$ cat src/rtl/lfps_pkg.sv
`default_nettype none

package lfps_pkg;

    localparam int SAMPLE_BITS_DEF = 10;
    localparam int FRAC_BITS_DEF   = 6;
    localparam int LEVEL_BITS      = 10;
    localparam int GAIN_BITS       = 16;
    localparam int GAIN_FRAC       = 8;
    localparam int CFG_DATA_BITS   = 16;
    localparam int CFG_IDX_BITS    = 3;
    localparam int INTEG_BITS      = 40;
    localparam int IHALF           = INTEG_BITS / 2;
    localparam int DIR_BITS        = 2;

    localparam logic [LEVEL_BITS-1:0] TARGET_RST = LEVEL_BITS'(70);
    localparam logic [LEVEL_BITS-1:0] KNEE_RST   = LEVEL_BITS'(60);
    localparam logic [GAIN_BITS-1:0]  CGAIN_RST  = GAIN_BITS'(59578);
    localparam logic [GAIN_BITS-1:0]  GAIN_P_RST = GAIN_BITS'(768);
    localparam logic [GAIN_BITS-1:0]  GAIN_I_RST = GAIN_BITS'(0);
    localparam logic [GAIN_BITS-1:0]  GAIN_D_RST = GAIN_BITS'(2560);
    localparam logic [LEVEL_BITS-1:0] LIMIT_RST  = LEVEL_BITS'(210);
    localparam logic [LEVEL_BITS-1:0] BOOST_RST  = LEVEL_BITS'(130);

    typedef enum logic [CFG_IDX_BITS-1:0] {
        REG_TARGET,
        REG_KNEE,
        REG_COMP_GAIN,
        REG_GAIN_P,
        REG_GAIN_I,
        REG_GAIN_D,
        REG_LIMIT,
        REG_BOOST
    } cfg_reg_t;

    typedef enum logic [DIR_BITS-1:0] {
        DIR_LEFT     = 2'd0,
        DIR_STRAIGHT = 2'd1,
        DIR_RIGHT    = 2'd2
    } dir_t;

    typedef enum logic [3:0] {
        ST_IDLE,
        ST_MUL_C,
        ST_ERR,
        ST_INTEG,
        ST_MUL_IH,
        ST_MUL_IL,
        ST_MUL_P,
        ST_MUL_D,
        ST_SUM,
        ST_CLAMP
    } seq_state_t;

    typedef enum logic [1:0] {
        ACC_HOLD,
        ACC_LOAD_HI,
        ACC_ADD,
        ACC_HALF_ADD
    } acc_op_t;

    typedef struct packed {
        logic    mul_en;
        acc_op_t acc_op;
    } mac_ctrl_t;

endpackage

`default_nettype wire

$ cat src/rtl/lfps_in_if.sv
`default_nettype none

interface lfps_in_if import lfps_pkg::*; #(
    parameter int SAMPLE_BITS = SAMPLE_BITS_DEF
) ();
    logic                   valid;
    logic                   ready;
    logic [SAMPLE_BITS-1:0] sensor_sample;

    modport source (output valid, output sensor_sample, input ready);
    modport sink   (input valid, input sensor_sample, output ready);
endinterface

`default_nettype wire

$ cat src/rtl/lfps_out_if.sv
`default_nettype none

interface lfps_out_if import lfps_pkg::*; ();
    logic                  valid;
    logic                  ready;
    logic [LEVEL_BITS-1:0] drive_magnitude;
    logic [DIR_BITS-1:0]   turn_direction;
    logic                  clamped;
    logic                  boost_mode;

    modport source (output valid, output drive_magnitude, output turn_direction,
                    output clamped, output boost_mode, input ready);
    modport sink   (input valid, input drive_magnitude, input turn_direction,
                    input clamped, input boost_mode, output ready);
endinterface

`default_nettype wire

$ cat src/rtl/lfps_mac.sv
`default_nettype none

// Shared signed-by-unsigned multiplier with a registered product and accumulator.
module lfps_mac import lfps_pkg::*; #(
    parameter int A_BITS   = IHALF + 1,
    parameter int ACC_BITS = INTEG_BITS + GAIN_BITS + 2
) (
    input  wire  logic                                 clk,
    input  wire  mac_ctrl_t                            ctrl,
    input  wire  logic signed [A_BITS-1:0]             op_a,
    input  wire  logic        [GAIN_BITS-1:0]          op_b,
    output logic signed       [A_BITS+GAIN_BITS:0]     mul_q,
    output logic signed       [ACC_BITS-1:0]           acc_q
);

    localparam int MB = A_BITS + GAIN_BITS + 1;

    logic signed [MB-1:0]       mul_reg;
    logic signed [MB-1:0]       mul_next;
    logic signed [ACC_BITS-1:0] acc_reg;
    logic signed [ACC_BITS-1:0] acc_next;
    logic signed [ACC_BITS-1:0] mul_ext;

    assign mul_next = op_a * $signed({1'b0, op_b});
    assign mul_ext  = ACC_BITS'(mul_reg);

    always_comb
    begin
        case (ctrl.acc_op)
            ACC_LOAD_HI:  acc_next = mul_ext <<< IHALF;
            ACC_ADD:      acc_next = acc_reg + mul_ext;
            ACC_HALF_ADD: acc_next = (acc_reg >>> 1) + mul_ext;
            default:      acc_next = acc_reg;
        endcase
    end

    always_ff @(posedge clk)
    begin
        if (ctrl.mul_en)
        begin
            mul_reg <= mul_next;
        end
        acc_reg <= acc_next;
    end

    assign mul_q = mul_reg;
    assign acc_q = acc_reg;

endmodule

`default_nettype wire

$ cat src/rtl/line_follow_pid_steer_core.sv
`default_nettype none

// Line-follower steering step: one reflectance sample in, one steering result
// out. Samples above the target level are compressed toward the knee level in
// fixed point (FRAC_BITS fraction bits), the error against the target feeds a
// PID step with unsigned Q8.8 gains, a saturating 40-bit trapezoidal integral
// and a derivative from the previous error, and the sum is clamped to
// +/- drive_limit. Timing: a sample is taken only while the core is idle and
// occupies it through accept, compression multiply, error, integral update,
// five multiply/accumulate steps and the limit check, so no new sample is
// taken before the last one is through. That pace is set by the single shared
// multiplier, which handles the compression product, the integral product in
// two 20-bit halves, and the P and D products one after another. The result
// sits in an output register, so the next sample is accepted while it waits;
// only the final limit step stalls if the previous result is still untaken.
// Configuration writes land on the cycle cfg_we is high and should only come
// while no sample is in flight.
module line_follow_pid_steer_core import lfps_pkg::*; #(
    parameter int SAMPLE_BITS = SAMPLE_BITS_DEF,
    parameter int FRAC_BITS   = FRAC_BITS_DEF
) (
    input  wire logic                     clk,
    input  wire logic                     rst_n,
    lfps_in_if.sink                       sample_ch,
    lfps_out_if.source                    result_ch,
    input  wire logic                     cfg_we,
    input  wire logic [CFG_IDX_BITS-1:0]  cfg_index,
    input  wire logic [CFG_DATA_BITS-1:0] cfg_data
);

    // Wider of the sample and the level registers.
    localparam int XB = (SAMPLE_BITS > LEVEL_BITS) ? SAMPLE_BITS : LEVEL_BITS;
    // Error width: compressed level lies between knee and sample, so it stays
    // in [0, 2^(XB+FRAC_BITS)).
    localparam int EW = XB + FRAC_BITS + 2;
    // Knee difference, signed.
    localparam int DW = XB + 1;
    // Multiplier A operand must take the P/D operands and a signed integral half.
    localparam int AB = (EW + 1 > IHALF + 1) ? EW + 1 : IHALF + 1;
    localparam int MB = AB + GAIN_BITS + 1;
    localparam int ACC_A = INTEG_BITS + GAIN_BITS + 2;
    localparam int ACC_B = EW + GAIN_BITS + 3;
    localparam int ACC_BITS = (ACC_A > ACC_B) ? ACC_A : ACC_B;
    localparam int OUT_SHIFT = FRAC_BITS + GAIN_FRAC;

    localparam logic signed [INTEG_BITS-1:0] INTEG_MAX = {1'b0, {(INTEG_BITS-1){1'b1}}};
    localparam logic signed [INTEG_BITS-1:0] INTEG_MIN = {1'b1, {(INTEG_BITS-1){1'b0}}};

    // ---------------- configuration registers ----------------
    logic [LEVEL_BITS-1:0] target_reg;
    logic [LEVEL_BITS-1:0] knee_reg;
    logic [GAIN_BITS-1:0]  cgain_reg;
    logic [GAIN_BITS-1:0]  gain_p_reg;
    logic [GAIN_BITS-1:0]  gain_i_reg;
    logic [GAIN_BITS-1:0]  gain_d_reg;
    logic [LEVEL_BITS-1:0] limit_reg;
    logic [LEVEL_BITS-1:0] boost_lvl_reg;

    always_ff @(posedge clk or negedge rst_n)
    begin
        if (!rst_n)
        begin
            target_reg    <= TARGET_RST;
            knee_reg      <= KNEE_RST;
            cgain_reg     <= CGAIN_RST;
            gain_p_reg    <= GAIN_P_RST;
            gain_i_reg    <= GAIN_I_RST;
            gain_d_reg    <= GAIN_D_RST;
            limit_reg     <= LIMIT_RST;
            boost_lvl_reg <= BOOST_RST;
        end
        else if (cfg_we)
        begin
            case (cfg_reg_t'(cfg_index))
                REG_TARGET:    target_reg    <= cfg_data[LEVEL_BITS-1:0];
                REG_KNEE:      knee_reg      <= cfg_data[LEVEL_BITS-1:0];
                REG_COMP_GAIN: cgain_reg     <= cfg_data[GAIN_BITS-1:0];
                REG_GAIN_P:    gain_p_reg    <= cfg_data[GAIN_BITS-1:0];
                REG_GAIN_I:    gain_i_reg    <= cfg_data[GAIN_BITS-1:0];
                REG_GAIN_D:    gain_d_reg    <= cfg_data[GAIN_BITS-1:0];
                REG_LIMIT:     limit_reg     <= cfg_data[LEVEL_BITS-1:0];
                REG_BOOST:     boost_lvl_reg <= cfg_data[LEVEL_BITS-1:0];
                default:       ;
            endcase
        end
    end

    // ---------------- sequencer ----------------
    seq_state_t state_reg;
    seq_state_t state_next;
    logic       in_fire;
    logic       out_free;
    logic       out_load;

    assign in_fire  = sample_ch.valid && sample_ch.ready;
    assign out_free = !result_ch.valid || result_ch.ready;

    always_comb
    begin
        case (state_reg)
            ST_IDLE:   state_next = sample_ch.valid ? ST_MUL_C : ST_IDLE;
            ST_MUL_C:  state_next = ST_ERR;
            ST_ERR:    state_next = ST_INTEG;
            ST_INTEG:  state_next = ST_MUL_IH;
            ST_MUL_IH: state_next = ST_MUL_IL;
            ST_MUL_IL: state_next = ST_MUL_P;
            ST_MUL_P:  state_next = ST_MUL_D;
            ST_MUL_D:  state_next = ST_SUM;
            ST_SUM:    state_next = ST_CLAMP;
            ST_CLAMP:  state_next = out_free ? ST_IDLE : ST_CLAMP;
            default:   state_next = ST_IDLE;
        endcase
    end

    always_ff @(posedge clk or negedge rst_n)
    begin
        if (!rst_n)
        begin
            state_reg <= ST_IDLE;
        end
        else
        begin
            state_reg <= state_next;
        end
    end

    // ---------------- per-sample registers ----------------
    logic [SAMPLE_BITS-1:0]       sample_reg;
    logic signed [DW-1:0]         d_reg;
    logic                         above_reg;
    logic signed [EW-1:0]         err_reg;
    logic signed [EW:0]           diff_reg;
    dir_t                         dir_reg;
    logic                         boost_reg;

    // PID state
    logic signed [EW-1:0]         prev_reg;
    logic signed [INTEG_BITS-1:0] integ_reg;

    // shared multiplier/accumulator
    mac_ctrl_t                    mac_ctrl;
    logic signed [AB-1:0]         op_a;
    logic [GAIN_BITS-1:0]         op_b;
    logic signed [MB-1:0]         mul_q;
    logic signed [ACC_BITS-1:0]   acc_q;

    lfps_mac #(
        .A_BITS   (AB),
        .ACC_BITS (ACC_BITS)
    ) u_mac (
        .clk   (clk),
        .ctrl  (mac_ctrl),
        .op_a  (op_a),
        .op_b  (op_b),
        .mul_q (mul_q),
        .acc_q (acc_q)
    );

    // Compression: knee + floor((sample - knee) * gain / 2^(16-F)).
    // Everything below wraps at EW bits; the true values fit.
    logic signed [MB-1:0]  prod_sh;
    logic [EW-1:0]         comp_w;
    logic [EW-1:0]         err_w;
    logic [EW-1:0]         boost_w;

    assign prod_sh = mul_q >>> (GAIN_BITS - FRAC_BITS);
    assign comp_w  = above_reg ? ((EW'(knee_reg) << FRAC_BITS) + EW'(prod_sh))
                               : (EW'(sample_reg) << FRAC_BITS);
    assign err_w   = comp_w - (EW'(target_reg) << FRAC_BITS);
    assign boost_w = comp_w - (EW'(boost_lvl_reg) << FRAC_BITS);

    // Integral: adds e + e_prev, saturates to the signed 40-bit range.
    logic signed [EW:0]           pair_w;
    logic signed [EW:0]           diff_w;
    logic signed [INTEG_BITS:0]   integ_ext;
    logic signed [INTEG_BITS-1:0] integ_sat;
    logic signed [IHALF-1:0]      ihi_w;

    assign pair_w    = (EW+1)'(err_reg) + (EW+1)'(prev_reg);
    assign diff_w    = (EW+1)'(err_reg) - (EW+1)'(prev_reg);
    assign integ_ext = (INTEG_BITS+1)'(integ_reg) + (INTEG_BITS+1)'(pair_w);
    assign integ_sat = (integ_ext[INTEG_BITS] != integ_ext[INTEG_BITS-1])
                     ? (integ_ext[INTEG_BITS] ? INTEG_MIN : INTEG_MAX)
                     : integ_ext[INTEG_BITS-1:0];
    assign ihi_w     = integ_reg[INTEG_BITS-1:IHALF];

    always_ff @(posedge clk)
    begin
        if (in_fire)
        begin
            sample_reg <= sample_ch.sensor_sample;
            d_reg      <= DW'(sample_ch.sensor_sample) - DW'(knee_reg);
            above_reg  <= XB'(sample_ch.sensor_sample) > XB'(target_reg);
        end
        if (state_reg == ST_ERR)
        begin
            err_reg   <= err_w;
            boost_reg <= !boost_w[EW-1] && (|boost_w);
            if (err_w[EW-1])
            begin
                dir_reg <= DIR_LEFT;
            end
            else if (err_w == '0)
            begin
                dir_reg <= DIR_STRAIGHT;
            end
            else
            begin
                dir_reg <= DIR_RIGHT;
            end
        end
        if (state_reg == ST_INTEG)
        begin
            diff_reg <= diff_w;
        end
    end

    always_ff @(posedge clk or negedge rst_n)
    begin
        if (!rst_n)
        begin
            prev_reg  <= '0;
            integ_reg <= '0;
        end
        else if (state_reg == ST_INTEG)
        begin
            prev_reg  <= err_reg;
            integ_reg <= integ_sat;
        end
    end

    // Step control. The integral product is built as hi*g << 20 + lo*g, halved
    // (floor) before the P and D products are added.
    always_comb
    begin
        sample_ch.ready = (state_reg == ST_IDLE);
        out_load        = (state_reg == ST_CLAMP) && out_free;
        mac_ctrl        = '{mul_en: 1'b0, acc_op: ACC_HOLD};
        op_a            = '0;
        op_b            = '0;
        case (state_reg)
            ST_MUL_C:
            begin
                mac_ctrl.mul_en = 1'b1;
                op_a            = AB'(d_reg);
                op_b            = cgain_reg;
            end
            ST_MUL_IH:
            begin
                mac_ctrl.mul_en = 1'b1;
                op_a            = AB'(ihi_w);
                op_b            = gain_i_reg;
            end
            ST_MUL_IL:
            begin
                mac_ctrl        = '{mul_en: 1'b1, acc_op: ACC_LOAD_HI};
                op_a            = AB'(integ_reg[IHALF-1:0]);
                op_b            = gain_i_reg;
            end
            ST_MUL_P:
            begin
                mac_ctrl        = '{mul_en: 1'b1, acc_op: ACC_ADD};
                op_a            = AB'(err_reg);
                op_b            = gain_p_reg;
            end
            ST_MUL_D:
            begin
                mac_ctrl        = '{mul_en: 1'b1, acc_op: ACC_HALF_ADD};
                op_a            = AB'(diff_reg);
                op_b            = gain_d_reg;
            end
            ST_SUM:
            begin
                mac_ctrl.acc_op = ACC_ADD;
            end
            default:
            begin
            end
        endcase
    end

    // ---------------- limit and output register ----------------
    logic signed [ACC_BITS-1:0] lim_w;
    logic signed [ACC_BITS-1:0] abs_w;
    logic                       hit_w;

    assign lim_w = ACC_BITS'(limit_reg) << OUT_SHIFT;
    assign hit_w = (acc_q >= lim_w) || (acc_q <= -lim_w);
    assign abs_w = acc_q[ACC_BITS-1] ? -acc_q : acc_q;

    logic                  out_valid_reg;
    logic [LEVEL_BITS-1:0] out_mag_reg;
    dir_t                  out_dir_reg;
    logic                  out_clamp_reg;
    logic                  out_boost_reg;

    always_ff @(posedge clk or negedge rst_n)
    begin
        if (!rst_n)
        begin
            out_valid_reg <= 1'b0;
        end
        else if (out_load)
        begin
            out_valid_reg <= 1'b1;
        end
        else if (result_ch.ready)
        begin
            out_valid_reg <= 1'b0;
        end
    end

    always_ff @(posedge clk)
    begin
        if (out_load)
        begin
            out_mag_reg   <= hit_w ? limit_reg : abs_w[OUT_SHIFT +: LEVEL_BITS];
            out_clamp_reg <= hit_w;
            out_dir_reg   <= dir_reg;
            out_boost_reg <= boost_reg;
        end
    end

    assign result_ch.valid           = out_valid_reg;
    assign result_ch.drive_magnitude = out_mag_reg;
    assign result_ch.turn_direction  = out_dir_reg;
    assign result_ch.clamped         = out_clamp_reg;
    assign result_ch.boost_mode      = out_boost_reg;

endmodule

`default_nettype wire

$ cat src/flat_wrapper.sv
// flat-port wrapper written by rule: the top's interface ports become plain ports
module line_follow_pid_steer_core_flat import lfps_pkg::*;
#(
    parameter int SAMPLE_BITS = SAMPLE_BITS_DEF,
    parameter int FRAC_BITS   = FRAC_BITS_DEF
)
  (clk, rst_n, cfg_we, cfg_index, cfg_data, sample_ch_valid, sample_ch_sensor_sample, sample_ch_ready, result_ch_valid, result_ch_drive_magnitude, result_ch_turn_direction, result_ch_clamped, result_ch_boost_mode, result_ch_ready);
  lfps_in_if #(.SAMPLE_BITS(SAMPLE_BITS)) sample_ch_i ();
  lfps_out_if result_ch_i ();
  input  wire logic clk;
  input  wire logic rst_n;
  input  wire logic cfg_we;
  input  wire logic [CFG_IDX_BITS-1:0] cfg_index;
  input  wire logic [CFG_DATA_BITS-1:0] cfg_data;
  input wire logic [$bits(sample_ch_i.valid)-1:0] sample_ch_valid;
  input wire logic [$bits(sample_ch_i.sensor_sample)-1:0] sample_ch_sensor_sample;
  output wire logic [$bits(sample_ch_i.ready)-1:0] sample_ch_ready;
  output wire logic [$bits(result_ch_i.valid)-1:0] result_ch_valid;
  output wire logic [$bits(result_ch_i.drive_magnitude)-1:0] result_ch_drive_magnitude;
  output wire logic [$bits(result_ch_i.turn_direction)-1:0] result_ch_turn_direction;
  output wire logic [$bits(result_ch_i.clamped)-1:0] result_ch_clamped;
  output wire logic [$bits(result_ch_i.boost_mode)-1:0] result_ch_boost_mode;
  input wire logic [$bits(result_ch_i.ready)-1:0] result_ch_ready;
  assign sample_ch_i.valid = sample_ch_valid;
  assign sample_ch_i.sensor_sample = sample_ch_sensor_sample;
  assign sample_ch_ready = sample_ch_i.ready;
  assign result_ch_valid = result_ch_i.valid;
  assign result_ch_drive_magnitude = result_ch_i.drive_magnitude;
  assign result_ch_turn_direction = result_ch_i.turn_direction;
  assign result_ch_clamped = result_ch_i.clamped;
  assign result_ch_boost_mode = result_ch_i.boost_mode;
  assign result_ch_i.ready = result_ch_ready;
  line_follow_pid_steer_core #(.SAMPLE_BITS(SAMPLE_BITS), .FRAC_BITS(FRAC_BITS)) u_core (.clk(clk), .rst_n(rst_n), .sample_ch(sample_ch_i), .result_ch(result_ch_i), .cfg_we(cfg_we), .cfg_index(cfg_index), .cfg_data(cfg_data));
endmodule
$ cat config.mk
export PLATFORM = sky130hd
export DESIGN_NAME = line_follow_pid_steer_core_flat
export DESIGN_NICKNAME = d
export VERILOG_FILES = /design/src/rtl/lfps_pkg.sv /design/src/rtl/lfps_in_if.sv /design/src/rtl/lfps_out_if.sv /design/src/rtl/lfps_mac.sv /design/src/rtl/line_follow_pid_steer_core.sv /design/src/flat_wrapper.sv
export SDC_FILE = /design/constraint.sdc
export NUM_CORES = 2
export LEC_CHECK = 0
export CAP_MARGIN = 0
export CORE_AREA = 2 2 276 278
export DETAILED_ROUTE_END_ITERATION = 16
export DIE_AREA = 0 0 278 280
export DONT_BUFFER_PORTS = 1
export PLACE_DENSITY = 0.62
export SLEW_MARGIN = 20
export SYNTH_ARGS = -nofsm -noshare
export SYNTH_HDL_FRONTEND = slang
export SYNTH_SLANG_ARGS = --single-unit
$ cat constraint.sdc
create_clock -name clk -period 14 [get_ports clk]
set_input_delay 2.1 -clock clk [delete_from_list [all_inputs] [get_ports clk]]
set_output_delay 2.1 -clock clk [all_outputs]
set_load 0.01 [all_outputs]
After elaboration in Yosys (flattened, before gate mapping)

Index checks and enable logic that the tools add are counted.

Latch bits: 0
Input port bits: 34
ROM bits: 0
Register bits after elaboration: 339
Memories: 0
Memory bits (writable): 0

Shift-type cells: 0
Multiply operators: 1
Div/mod/pow operators: 0
Equality and inequality tests: 20
Order comparisons: 3
Reductions and logical operators: 24
Bitwise gates (word level): 0
Add/sub/neg operators: 11
Muxes and demuxes: 16

Operators by type and width:

| cell                                          | count |
|---|---|
| one-hot mux 58 bit (3 select lines)           | 1 |
| one-hot mux 21 bit (5 select lines)           | 1 |
| two-way mux 40 bit                            | 2 |
| one-hot mux 16 bit (4 select lines)           | 1 |
| adder 57 x 38 -> 58 bit                       | 1 |
| adder 58 x 38 -> 58 bit                       | 1 |
| >= comparator 58 x 25 -> 1 bit                | 1 |
| <= comparator 58 bit                          | 1 |
| negation 24 -> 58 bit                         | 1 |
| adder 40 x 19 -> 41 bit                       | 1 |
| one-hot mux 4 bit (10 select lines)           | 1 |
| multiplier 21 x 17 -> 38 bit                  | 1 |
| subtractor 18 x 16 -> 18 bit                  | 2 |
| two-way mux 24 bit                            | 1 |
| negation 24 bit                               | 1 |
| adder 18 x 18 -> 19 bit                       | 1 |
| subtractor 18 x 18 -> 19 bit                  | 1 |
| adder 16 x 18 -> 18 bit                       | 1 |
| logical NOT 18 bit                            | 1 |
| two-way mux 18 bit                            | 1 |
| OR reduction 18 bit                           | 1 |
| == test 4 x 3 -> 1 bit, second input constant | 4 |
| AND reduction 2 bit                           | 8 |
| == test 3 bit, second input constant          | 4 |
| 24 further kinds                              | 36 |

Logic depth before layout (Yosys ltp)

Depth in word-level cells: 5
Depth in mapped cells: 33
Depth with buffers taken out: 30

Modules after synthesis

Synthesis repeated with hierarchy kept, for this count alone.

Cell total of the unflattened synthesis: 3860
Area total of the unflattened synthesis: 37429.6 µm²

By module, submodules not included:

| module                     | area each (µm²) | cells each | sequential area each (µm²) | times used |
|---|---|---|---|---|
| lfps_mac                   | 20040.5         | 2150       | 2882.8                     | 1 |
| line_follow_pid_steer_core | 17389.2         | 1710       | 6493.7                     | 1 |

Worst setup path after synthesis

No wires, ideal clock.

Kind: reg-to-reg
From: register u_core.state_reg[2]
To: register u_core.u_mac.mul_reg[36], in the netlist u_core.u_mac.mul_q[36] (data pin)
Clock period less this slack: 7.921 ns
Path buffers: 4
Setup slack: 6.079 ns
Cell stages (with the launch flop): 30
Arrival time: 7.656 ns
Path through: dfrtp_1 > clkbuf_1 > nand2b_1 > clkbuf_1 > nor2_1 > clkbuf_1 > a22oi_1 > nand2_1 > clkbuf_1 > nand2_1 > fa_1 > inv_1 > fa_1 > fa_1 > fa_1 > fa_1 > inv_1 > fa_1 > inv_1 > ha_1 > a21o_1 > a21o_1 > a221o_1 > a21oi_1 > a211oi_1 > nor2_1 > a211o_1 > nand3b_1 > nor4b_1 > or3_1

Word-level cells in the longest chain between the ends: 4
Elaborated cells on any way between the ends: 9
Classes of those cells: mul (1); eq/ne (5); mux (2); reduce/logical (1)

RTL lines:

| element                             | line                              | text |
|---|---|---|
| start, declared                     | line_follow_pid_steer_core.sv:89  | `seq_state_t state_reg;` |
| start signal, assigned              | line_follow_pid_steer_core.sv:123 | `state_reg <= state_next;` |
| == test 4 x 3 -> 1 bit              | line_follow_pid_steer_core.sv:241 | `case (state_reg)` |
| OR reduction 2 bit (no line)        | -                                 |  |
| one-hot mux 16 bit (4 select lines) | line_follow_pid_steer_core.sv:241 |  |
| multiplier 21 x 17 -> 38 bit *      | lfps_mac.sv:24                    | `assign mul_next = op_a * $signed({1'b0, op_b});` |
| named net u_core.u_mac.mul_next[36] | lfps_mac.sv:19                    | `logic signed [MB-1:0] mul_next;` |
| end signal, assigned                | lfps_mac.sv:41                    | `mul_reg <= mul_next;` |
| end, declared                       | lfps_mac.sv:18                    | `logic signed [MB-1:0] mul_reg;` |

The timed path passes the listed nets; every way through them passes the cells marked *.
A chain may end at the register's enable or synchronous reset.

Final worst setup path

From: register u_core.state_reg[3]
To: register u_core.u_mac.mul_reg[36], in the netlist u_core.u_mac.mul_q[36] (data pin)

Same word-level chain as after synthesis.

==> key figures <==
Outcome
  – Status: finished clean

Worst setup path
  – Critical Path AT: 10.01 ns
  – Startpoint types: register
  – CP endpoint kind: register
  – Worst Path Required: between 10 and 15 ns
  – Crit-path max FO: between 60 and 70
  – R2R depth: 26
  – Critical path class: register to register

Yosys
  – Largest family of logic cells by synthesized area: adder cells
  – Top cells by area, synth: fa_1, edfxtp_1, ha_1, dfrtp_1, nand2_1
  – Most used DFF post-synth: edfxtp_1
  – Post-synthesis mux area share: 0.0335
  – Mapped Cells: 4,071
  – Post-Synth Simple-Gate Area: 0.148
  – Avg Inst Size Synth: 9.11 um2
  – Area leader, netlist: fa_1
  – Compound-cell area share of the yosys netlist: 0.138
  – Yosys top cell area share: 0.206
  – Adder-Cell Fraction of Synth Area: 0.314
  – Syn Nets: about 4,800
  – XOR/XNOR Fraction of Synth Area: 0.0422
  – Number of synthesized register bits: between 300 and 400
  – Synth top cells by count: nand2_1, inv_1, fa_1
  – Sequential element share of the synthesized area: 0.253
  – Yosys warning total: 0
  – Cell variety after synth: 86
  – EDFF count, synth: about 170
  – Most frequent cell after synthesis: nand2_1
  – Share of async-settable or async-resettable flops after synthesis: 0.493
  – Post-synthesis cell area: around 0.037 mm2

Clock network
  – Worst-skew pair later-pin latency: roughly 0.59 ns
  – CTS max path bufs: 3
  – CTS H-tree depth: 2
  – # clock sinks: between 300 and 400
  – CTS Buf Count: 42
  – Post-cts sizing count: 0
  – Hold-fix buffer count after cts: 0
  – Clock tree root driver cell: clkbuf_16
  – Worst-path clk slew: 0.06 ns
  – Post-CTS setup buffers: 0
  – CTS tree: built

Finish
  – Nets: ~4,700
  – Multi-input gate area: between 0.02 and 0.03 mm2
  – Layout cells sized above 1: 0.0702
  – Largest register FFs: 58
  – Area Growth Syn to Fin: 6.84%
  – Filler cell count: 6,985
  – N_diodes: 0
  – FF+latch area: around 0.0094 mm2

Place
  – Routability cong.: 0.906
  – Port bufs: 0
  – Post-DP HPWL: 82,200 um

STA
  – Slew @ Worst Pin: 1.14 ns
  – # setup viols final: 0
  – RSZ-0062 raised after global routing: false
  – Time the worst path needs with I/O delays and setup: 9.70 ns
  – Slew HR: 0.242
  – Final Hold Vio Count: 0
  – Final Skew: about 0.031 ns
  – Achievable Freq: between 100 and 150 MHz
  – Total negative slack: 0 ns
  – Final slew viol count: 0
  – Period utilisation layout: 0.693

Route
  – Post-DR wirelength/cell: 21.0 um
  – DRT antenna net count: 0
  – DRT Wirelength: 106,000 um
  – Violation count after the first detailed-route iteration: approximately 2,200
  – Vias: 29,100
  – Number of remaining DRC errors: 0
  – Drt via density: 5.79
  – Total iterations of the first detailed-routing run: 6

Floorplanning
  – Core ar.: around 0.075 mm2
  – I/O pins: 50
  – Die area: ~0.078 mm2
  – Die height: ~280 um
  – Initial Utilization: 0.493
  – Die width: between 200 and 300 um
  – FP Rows: 101

Run
  – Max Cap Viol: 0

Hold path
  – Min-Delay Path Class: register to register
  – Hold Path Depth: 0

Global route
  – Vias in the first global route: 29,700
  – Largest net degree at the start of global routing: about 170
  – Initial antenna violation count: 2
  – GR Overflow Total: 0
  – Global Route Usage Sum: 0.281
  – First-pass GRT wire length: 170,000 um
==> metrics by stage <==
step | setup slack, ns | cell area [um2] | cells | hold WS [ns] | util
3_3_place_gp | 4.59 | 38100 | 4943 | 0.402 | 0.507
2_1_floorplan | 6.08 | 37100 | 4071 | 0.400 | -
3_5_place_dp | 4.37 | 38200 | 4943 | 0.407 | 0.507
5_1_grt | 3.79 | 39600 | 5021 | 0.423 | 0.527
4_1_cts | 4.32 | 39600 | 5021 | 0.421 | 0.527
6_report | 4.30 | 39600 | 5021 | 0.424 | 0.527
==> layout by cell type, fill, tap and decap left out, drive strengths merged, types with 36 or more instances in the layout <==
master,instances
nor3,42
nand4,51
xnor2,117
clkbuf,58
nor2,304
mux2,96
a21o,85
a22oi,39
ha,315
inv,555
nand2,596
dfrtp,141
edfxtp,172
fa,382
a21oi,234
o21ai,226
xor2,60
nand3,36
==> layer usage <==
| layer | vias to the layer above | wire length, um | track usage |
|---|---|---|---|
| met1 | 14400 | 45500 | 0.381 |
| li1 | 13600 | - | - |
| met3 | 192 | 6760 | 0.0366 |
| met2 | 869 | 49600 | 0.466 |
| met5 | - | 9 | 0 |
| met4 | 2 | 3770 | 0.0958 |
==> final cells by class <==
cell class	instances	area share
well taps	978	0.0309
inverters	554	0.0525
multi-input cells	3037	0.636
clock buffers	58	0.0304
repair buffers	35	0.00663
flip-flops and latches	339	0.237
clock inverters	20	0.00648
==> final timing paths <==
| kind | startpoint | end | slack (ns) |
|---|---|---|---|
| setup / recovery | u_core.state_reg[3]$_DFF_PN0_ | u_core.u_mac.mul_q[36]$_DFFE_PP_ | 4.30 |
| min in group asynchronous | rst_n | u_core.integ_reg[25]$_DFFE_PN0P_ | 1.21 |
| hold reg to reg | u_core.dir_reg[0]$_SDFFCE_PP0P_ | u_core.result_ch.turn_direction[0]$_DFFE_PP_ | 0.42 |
| setup reg to reg | u_core.state_reg[3]$_DFF_PN0_ | u_core.u_mac.mul_q[36]$_DFFE_PP_ | 4.30 |
| hold / removal | u_core.dir_reg[0]$_SDFFCE_PP0P_ | u_core.result_ch.turn_direction[0]$_DFFE_PP_ | 0.42 |
| max in group asynchronous | rst_n | u_core.limit_reg[9]$_DFFE_PN0P_ | 12.29 |
==> critical path: stages (launching register included) <==
cell and delay [ns]:
dfrtp_1 0.49, nand2b_1 0.38, nor2_4 0.63, buf_4 0.73, a22oi_1 0.34, nand2_1 0.65
nand2_1 0.17, fa_1 0.59, fa_1 0.44, fa_1 0.51, inv_1 0.05, fa_1 0.47
fa_1 0.58, inv_1 0.07, fa_1 0.53, inv_1 0.04, ha_1 0.36, a21o_1 0.18
a21o_1 0.17, a221o_1 0.29, a21oi_1 0.38, a211oi_1 0.19, nor2_1 0.26, a211o_1 0.20
nand3b_1 0.13, nor4b_1 0.17, or3_1 0.37
==> kinds of logic after synthesis <==
group / Yosys count
adder cells (fa/ha/maj): 704
flip-flops: 339
XOR/XNOR: 177
buffers and inverters: 695
multiplexers: 112
AND/OR/NAND/NOR: 1232
AO/OA/AOI/OAI: 812
Power is not shown: default switching activity piles up to over one toggle a cycle in this logic, so the estimate is an artifact.
